`src/hdl/mlc_pkg.sv`:
```
// Package with the codes, sizes and CRC helper of the load checksum unit.
`default_nettype none

package mlc_pkg;

  typedef enum logic [1:0] {
    KindImem = 2'd0,
    KindDmem = 2'd1,
    KindSet  = 2'd2,
    KindRead = 2'd3
  } kind_e;

  localparam int unsigned IndexW = 15;
  localparam int unsigned DataW  = 32;

  // Memory sizes in words, one bit wider than an index so that 32768 fits.
  localparam logic [IndexW:0] ImemWords = 16'd4096;
  localparam logic [IndexW:0] DmemWords = 16'd1024;

  localparam logic [DataW-1:0] CrcPoly = 32'hEDB88320;

  // Reflected CRC-32 lookup entry for one byte value.
  function automatic logic [DataW-1:0] crc_table(input logic [7:0] idx);
    logic [DataW-1:0] s;
    s = {24'd0, idx};
    for (int k = 0; k < 8; k++) begin
      if (s[0]) begin
        s = (s >> 1) ^ CrcPoly;
      end else begin
        s = s >> 1;
      end
    end
    return s;
  endfunction

  // Feeds one byte into a running (inverted) CRC register.
  function automatic logic [DataW-1:0] crc_byte(input logic [DataW-1:0] s,
                                                input logic [7:0]       b);
    return (s >> 8) ^ crc_table(s[7:0] ^ b);
  endfunction

endpackage

`default_nettype wire

```
`src/hdl/memory_load_checksum.sv`:
```
// Top level of the memory load checksum unit.
//
// Every word written to the instruction or data memory is presented on the
// input channel; the unit extends a running CRC-32 (IEEE, reflected) over the
// data word and a 16-bit tag made of the word index and a memory select bit.
// A checksum set word loads the register, a checksum read word leaves it.
// Each input word yields exactly one output word carrying the checksum after
// that word and a flag for a write index beyond the chosen memory.
// The input word is registered, the CRC update runs in one pass of logic, and
// the result lands in an output register; one word is taken per cycle while
// the output is not stalled.
// The loop through the checksum register sets that rate of one per cycle.
// When the receiver stalls a valid output word, the output holds and the
// input register fills; the input stalls only while both are occupied.
// Reset clears the checksum to zero and empties both registers.
`default_nettype none

module memory_load_checksum (
  input  wire logic                        clk_i,
  input  wire logic                        rst_ni,
  input  wire logic                        in_valid_i,
  output      logic                        in_stall_o,
  input  wire logic [1:0]                  in_kind_i,
  input  wire logic [mlc_pkg::IndexW-1:0]  in_word_index_i,
  input  wire logic [mlc_pkg::DataW-1:0]   in_write_data_i,
  output      logic                        out_valid_o,
  input  wire logic                        out_stall_i,
  output      logic [mlc_pkg::DataW-1:0]   out_read_data_o,
  output      logic                        out_range_error_o
);
  import mlc_pkg::*;

  logic              s1_valid_q;
  logic [1:0]        s1_kind_q;
  logic [IndexW-1:0] s1_index_q;
  logic [DataW-1:0]  s1_data_q;

  logic              out_valid_q;
  logic [DataW-1:0]  out_data_q;
  logic              out_err_q;

  logic [DataW-1:0]  checksum_q;
  logic [DataW-1:0]  checksum_d;
  logic              err_d;

  logic              in_accept;
  logic              s1_advance;
  logic              out_free;

  logic              is_imem;
  logic              is_write;
  logic              in_range;
  logic [15:0]       tag;
  logic [DataW-1:0]  crc_s;

  assign out_free   = !out_valid_q || !out_stall_i;
  assign s1_advance = s1_valid_q && out_free;
  assign in_stall_o = s1_valid_q && !out_free;
  assign in_accept  = in_valid_i && !in_stall_o;

  always_comb begin
    is_imem  = (s1_kind_q == KindImem);
    is_write = is_imem || (s1_kind_q == KindDmem);
    if (is_imem) begin
      in_range = {1'b0, s1_index_q} < ImemWords;
    end else begin
      in_range = {1'b0, s1_index_q} < DmemWords;
    end
    tag   = {is_imem, s1_index_q};
    crc_s = ~checksum_q;
    crc_s = crc_byte(crc_s, s1_data_q[7:0]);
    crc_s = crc_byte(crc_s, s1_data_q[15:8]);
    crc_s = crc_byte(crc_s, s1_data_q[23:16]);
    crc_s = crc_byte(crc_s, s1_data_q[31:24]);
    crc_s = crc_byte(crc_s, tag[7:0]);
    crc_s = crc_byte(crc_s, tag[15:8]);

    checksum_d = checksum_q;
    err_d      = 1'b0;
    if (is_write) begin
      if (in_range) begin
        checksum_d = ~crc_s;
      end else begin
        err_d = 1'b1;
      end
    end else if (s1_kind_q == KindSet) begin
      checksum_d = s1_data_q;
    end
  end

  always_ff @(posedge clk_i or negedge rst_ni) begin
    if (!rst_ni) begin
      s1_valid_q  <= 1'b0;
      out_valid_q <= 1'b0;
      checksum_q  <= '0;
    end else begin
      if (in_accept) begin
        s1_valid_q <= 1'b1;
      end else if (s1_advance) begin
        s1_valid_q <= 1'b0;
      end
      if (s1_advance) begin
        out_valid_q <= 1'b1;
        checksum_q  <= checksum_d;
      end else if (!out_stall_i) begin
        out_valid_q <= 1'b0;
      end
    end
  end

  always_ff @(posedge clk_i) begin
    if (in_accept) begin
      s1_kind_q  <= in_kind_i;
      s1_index_q <= in_word_index_i;
      s1_data_q  <= in_write_data_i;
    end
    if (s1_advance) begin
      out_data_q <= checksum_d;
      out_err_q  <= err_d;
    end
  end

  assign out_valid_o       = out_valid_q;
  assign out_read_data_o   = out_data_q;
  assign out_range_error_o = out_err_q;

endmodule

`default_nettype wire

```
`config.mk`:
```
export PLATFORM = sky130hd
export DESIGN_NAME = memory_load_checksum
export DESIGN_NICKNAME = d
export VERILOG_FILES = /design/src/hdl/mlc_pkg.sv /design/src/hdl/memory_load_checksum.sv
export SDC_FILE = /design/constraint.sdc
export NUM_CORES = 1
export LEC_CHECK = 0
export BUFFER_PORTS_ARGS = -buffer_cell sky130_fd_sc_hd__buf_2
export CAP_MARGIN = 20
export CORE_MARGIN = 4
export CORE_UTILIZATION = 42
export DETAILED_ROUTE_END_ITERATION = 7
export MAX_ROUTING_LAYER = met4
export PLACE_DENSITY_LB_ADDON = 0.1
export SYNTH_ARGS = -nofsm -noshare
export SYNTH_HDL_FRONTEND = slang
export SYNTH_SLANG_ARGS = --single-unit
```
`constraint.sdc`:
```
create_clock -name clk_i -period 10.1 [get_ports clk_i]
set_clock_uncertainty 0.15 [all_clocks]
set_input_delay 0 -clock clk_i [delete_from_list [all_inputs] [get_ports clk_i]]
set_output_delay 0 -clock clk_i [all_outputs]
set_load 0.01 [all_outputs]
```
# Word-level counts from Yosys, hierarchy flattened
# Cells that the tools add are included.
# W data, S select, Z words.
[classes]
n_eq_ne = 3
reduce_logical = 11
n_shift = 0
bitwise_logic = 62
muxes = 57
n_mul = 0
addsub = 0
n_div = 0
magnitude_cmp = 2
[op_table]
columns = ["op", "n"]
rows = [
  ["$mux W32", 51],
  ["$not A13 Y14", 42],
  ["$xor A24 B32 Y32", 6],
  ["$not A1 Y14", 6],
  ["$not A32 Y32", 2],
  ["$xor A8 B8 Y8", 6],
  ["$lt A15 B11 Y1 const B", 1],
  ["$lt A15 B13 Y1 const B", 1],
  ["$mux W1", 6],
  ["$logic_not A1 Y1", 4],
  ["$logic_and A1 B1 Y1", 3],
  ["$eq A2 B1 Y1 const B", 1],
  ["$eq A2 B2 Y1 const B", 1],
  ["$logic_not A2 Y1", 1],
  ["$logic_or A1 B1 Y1", 2],
  ["$ne A2 B1 Y1 const B", 1],
  ["$reduce_bool A2 Y1", 1],
]
[word_totals]
mem_bits_rw = 0
elab_cells = 143
latchBits = 0
mem_count = 0
rom_bits = 0
regBits = 116
input_bits = 53
output_inout_bits = 35

# Longest topological paths before layout
[depth]
ltp_word = 112
ltp_mapped = 14
depth_no_buf = 12

# Worst setup path after synthesis
# No wires, ideal clock.
[synth_timing]
path_kind = "flip-flop to flip-flop"
startpoint = "register s1_data_q[0]"
endpoint = "register out_data_q[16], in the netlist out_read_data_o[16] (data pin)"
setup_time_ps = 261
synth_period_minus_slack_ps = 5245
required_ps = 9689
path_stages_with_launch = 13
t_arrival_ps = 4834
path_slack_ps = 4855
path_buffers = 0
path_cell_list = "edfxtp_1 -> xnor2_4 -> xnor3_1 -> xnor3_2 -> xnor3_1 -> xor2_1 -> xor3_2 -> xnor3_2 -> xnor2_2 -> xnor3_2 -> xor2_2 -> xnor2_1 -> a221o_1"
[synth_between]
elab_chain_cells = 71
word_cells_on_any_way = 104
cone_classes = "mux (50); bitwise (54)"
[synth_rtl]
columns = ["item", "line_no", "rtl"]
rows = [
  ["start: declaration", "memory_load_checksum.sv:36", "logic [DataW-1:0] s1_data_q;"],
  ["start signal: assignment", "memory_load_checksum.sv:115", "s1_data_q <= in_write_data_i;"],
  ["$xor A8 B8 Y8 (*)", "mlc_pkg.sv:39", "return (s >> 8) ^ crc_table(s[7:0] ^ b);"],
  ["$mux W32 (*)", "mlc_pkg.sv:27", "if (s[0]) begin"],
  ["$not A13 Y14 (no source line)", "n/a", ""],
  ["$mux W32 (*) (3 in a row)", "mlc_pkg.sv:27", ""],
  ["$not A13 Y14 (no source line)", "n/a", ""],
  ["$mux W32 (*) (4 in a row)", "mlc_pkg.sv:27", ""],
  ["$xor A24 B32 Y32 (*)", "mlc_pkg.sv:39", ""],
  ["$xor A8 B8 Y8", "mlc_pkg.sv:39", ""],
  ["(+48 left out)", "n/a", ""],
  ["$mux W32", "mlc_pkg.sv:27", ""],
  ["$not A13 Y14 (no source line)", "n/a", ""],
  ["$mux W32 (4 in a row)", "mlc_pkg.sv:27", ""],
  ["$xor A24 B32 Y32 (*)", "mlc_pkg.sv:39", ""],
  ["$not A32 Y32 (*)", "memory_load_checksum.sv:82", "checksum_d = ~crc_s;"],
  ["$mux W32 (*)", "memory_load_checksum.sv:81", "if (in_range) begin"],
  ["$mux W32 (*)", "memory_load_checksum.sv:80", "if (is_write) begin"],
  ["net checksum_d[16]", "memory_load_checksum.sv:43", "logic [DataW-1:0] checksum_d;"],
  ["end signal: assignment", "memory_load_checksum.sv:118", "out_data_q <= checksum_d;"],
  ["end: declaration", "memory_load_checksum.sv:39", "logic [DataW-1:0] out_data_q;"],
]
# Mark *: on every way through the listed nets, which the timed path passes. The rest lies on a longest branch.
# A chain may end at the register's enable or synchronous reset.

# Worst setup path after layout
[layout_timing]
startpoint = "register s1_data_q[5]"
endpoint = "register out_data_q[16], in the netlist out_read_data_o[16] (data pin)"
[layout_between]
elab_chain_cells = 68
word_cells_on_any_way = 97
cone_classes = "mux (50); bitwise (47)"
[layout_rtl]
columns = ["item", "line_no"]
rows = [
  ["$xor A8 B8 Y8 (*)", "mlc_pkg.sv:39"],
  ["$mux W32 (*) (8 in a row)", "mlc_pkg.sv:27"],
  ["$xor A24 B32 Y32 (*)", "mlc_pkg.sv:39"],
  ["$xor A8 B8 Y8 or $xor A24 B32 Y32 (tied branches)", "mlc_pkg.sv:39"],
  ["$mux W32, or another cell as far along", "mlc_pkg.sv:27"],
  ["$mux W32", "mlc_pkg.sv:27"],
  ["$mux W32 or $not A13 Y14 (tied branches)", "n/a"],
  ["$mux W32", "mlc_pkg.sv:27"],
  ["(+43 left out)", "n/a"],
  ["$mux W32", "mlc_pkg.sv:27"],
  ["$not A13 Y14 (no source line)", "n/a"],
  ["$mux W32 (4 in a row)", "mlc_pkg.sv:27"],
  ["$xor A24 B32 Y32 (*)", "mlc_pkg.sv:39"],
  ["$not A32 Y32 (*)", "memory_load_checksum.sv:82"],
  ["$mux W32 (*)", "memory_load_checksum.sv:81"],
  ["$mux W32 (*)", "memory_load_checksum.sv:80"],
  ["net checksum_d[16]", "memory_load_checksum.sv:43"],
]
# Marked as above.

==> flow_summary_export.csv <==
group,metric,value,unit
status,status,"finished, final reports clean",
setup_path,end_kind,"register",
synth,yosysMostFrequentCell,"xnor2_1",
setup_path,cp_top_family,"XOR/XNOR gates",
synth,synthArstFlopShare,29.3,%
place,routabilityCongestion,0.930,
clock_tree,path_clk_slew,0.06,ns
detailed_routing,ant_nets,0,
setup_path,rr_worst_depth,12,
sta,fin_crit,6.27,ns
global_routing,grt_pass1_wl,46000,µm
setup_path,cp.required,10.12,ns
clock_tree,cts_buffers,17,
setup_path,crit_path_start_kind,"register",
sta,grt_setup_unrepaired,"false",
setup_path,critical_path_class,"reg2reg",
detailed_routing,post_drt_wl_per_cell,24.4,µm
global_routing,grt_overflow,0,
synth,synth_area,10500,µm²
place,dp.cells,1184,
clock_tree,cts.sinks,116,
sta,hold_viol,0,
synth,synth_compound_area_share,6.80,%
global_routing,grt_pass1_vias,6865,
synth,synth_simple_gate_area_share,4.30,%
cells_and_area,area_growth,18.2,%
sta,setup_viol,0,
synth,synth_xor_area_share,51.9,%
synth,synth_cell_types,48,
cells_and_area,fill_cells,2111,
die,fp.dieW,166,µm
place,dp_hpwl,23400,µm
cells_and_area,drive_gt1_share,20.6,%
setup_path,cpPeakStageDelay,0.77,ns
setup_path,slowest_stage,"xnor3_1",
detailed_routing,vias,6726,
synth,avgSynthCellArea,13.2,µm²
synth,synth_common_cells,"xnor2_1 (183), xnor3_1 (96), edfxtp_1 (82)",
setup_path,critical_path_buf_inv_count,0,
cells_and_area,diodes,0,
cells_and_area,finalNetCount,985,
setup_path,path_cells,"xnor2_4 -> xor2_1 -> xnor3_1 -> xor2_2 -> xnor3_1 -> xnor2_1 -> xnor3_1 -> xnor3_1 -> xnor3_2 -> xor2_2 -> xnor2_1 -> a221o_1",
synth,synthAdderAreaFrac,0,%
sta,fin_crit_sh,62.1,%
clock_tree,clkLatencyLatePin,0.43,ns
synth,syn_inst,794,
clock_tree,ctsResizeCount,0,
die,fp.dieArea,27600,µm²
die,initial_core_util,42.9,%
job,cap_viol_max_count,0,
global_routing,grt_antenna_before_repair,0,
sta,slew_headroom,29.4,%
clock_tree,htreeDepth,4,
synth,yosysTopAreaCellShare,23.5,%
setup_path,r2r-end,"out_read_data_o[16]$_DFFE_PP_",
synth,ys_seq_area_share,31.6,%
synth,ys_ff_latch,116,
clock_tree,root_buffer,"clkbuf_16",
synth,synth_nets,847,
detailed_routing,drc_errors,0,
detailed_routing,wl,30900,µm
synth,synth_edf_count,82,
die,coreArea,24500,µm²
setup_path,reg2reg_slack,3.83,ns
detailed_routing,drtPass1Iterations,5,
setup_path,critPathArrivalTime,6.29,ns
sta,slew_violations,0,
clock_tree,ctsLongestPathBuffers,2,
sta,max_freq,0.159,GHz
min_path,hp-class,"in2async",
die,rows,57,
global_routing,grt_start_max_net_pins,56,
die,pin_count,88,
setup_path,critical_path.most_common_cell,"xnor3_1",
setup_path,path_depth,12,
setup_path,r2r-start,"s1_data_q[5]$_DFFE_PP_",
die,die_y,166,µm
setup_path,path_max_fanout,10,
synth,synth_top_family_by_area,"XOR/XNOR gates",
global_routing,track_usage,23.2,%
cells_and_area,fin_cells,1269,
sta,worst_pin_slew,1.05,ns
synth,synthMuxAreaShare,4.02,%
synth,ys.warnings.count,0,
sta,tns,0,ns
detailed_routing,drt_iter0_drc,579,
synth,synth_flop_cell,"edfxtp_1",
detailed_routing,vias_per_cell,5.30,
place,portBuffers,87,
synth,yosysTopAreaCell,"edfxtp_1",
synth,synth.area.top_cells,"edfxtp_1 (23%), xnor3_1 (21%), xnor2_1 (15%)",
clock_tree,cts_tree,"done",
==> metrics by stage <==
step / setup slack [ns] / hold slack, ns / utilization, % / area, µm²
2_1_floorplan: 4.85 / -0.446 / - / 10500
3_3_place_gp: 3.82 / 0.0267 / 46.1 / 11300
3_5_place_dp: 3.82 / 0.0281 / 46.1 / 11300
4_1_cts: 3.77 / 0.112 / 50.7 / 12400
5_1_grt: 3.58 / 0.123 / 50.7 / 12400
6_report: 3.83 / 0.0939 / 50.7 / 12400
==> cells by family after synthesis <==
kind of cell / after synthesis
buffers and inverters: 35
AO/OA/AOI/OAI: 110
multiplexers: 40
flip-flops: 116
XOR/XNOR: 390
AND/OR/NAND/NOR: 103
==> registers in the layout, summed over array words and instances, names as in the netlist <==
signal	flops
out_read_data_o	32
s1_kind_q	2
out_range_error_o	1
s1_valid_q	1
s1_index_q	15
checksum_q	32
s1_data_q	32
out_valid_o	1
==> metal layers <==
metal  part of all wire [%]  track usage (%)  up-vias
met3                    4.8             2.98       33
met2                     46             35.1      217
li1                       -                -     3092
met4                    2.7             7.32        0
met1                     46             32.7     3384
met5                      0                -        -
==> layout by cell type (no fill, tap or decap), types with 7 or more instances in the layout <==
cell,n
xor3_1,12
a22oi_1,10
buf_2,87
mux2_2,17
dfrtp_1,34
xnor2_1,183
xnor3_2,13
edfxtp_1,82
nand2b_1,9
nand2_1,47
a21oi_1,20
o21ai_1,11
xor2_1,54
dlygate4sd3_1,53
nor2_1,27
and2_1,7
clkbuf_16,17
a211oi_1,8
o21ai_0,15
xnor3_1,96
mux2i_1,23
xnor2_2,17
a31oi_1,9
o22ai_1,12
buf_4,8
==> layout make-up <==
class	instances	area, µm²	share of cell area [%]
clock inverter	15	171	1.38
sequential	116	3310	26.7
tap	324	405	3.27
inverter	6	22.5	0.182
timing repair buffer	148	1030	8.27
clock buffer	17	425	3.43
multi-input combinational	643	7040	56.7
==> timing repair <==
| item | CTS | global route |
|---|---|---|
| setup buffers | 0 | 0 |
| endpoints found under the hold margin | 85 | 0 |
| hold buffers | 53 | 0 |
==> worst max-delay path by stage <==
stage                                       from                       endpoint  slack [ns]
final                     s1_data_q[5]$_DFFE_PP_  out_read_data_o[16]$_DFFE_PP_        3.83
after global routing      s1_data_q[5]$_DFFE_PP_  out_read_data_o[16]$_DFFE_PP_        3.58
after CTS                 s1_data_q[5]$_DFFE_PP_  out_read_data_o[16]$_DFFE_PP_        3.77
after detailed placement  s1_data_q[5]$_DFFE_PP_  out_read_data_o[16]$_DFFE_PP_        3.82
after global placement    s1_data_q[5]$_DFFE_PP_  out_read_data_o[16]$_DFFE_PP_        3.82
after floorplan           s1_data_q[0]$_DFFE_PP_  out_read_data_o[16]$_DFFE_PP_        4.85
Power is not shown: default switching activity piles up to over one toggle a cycle in this logic, so the estimate is an artifact.
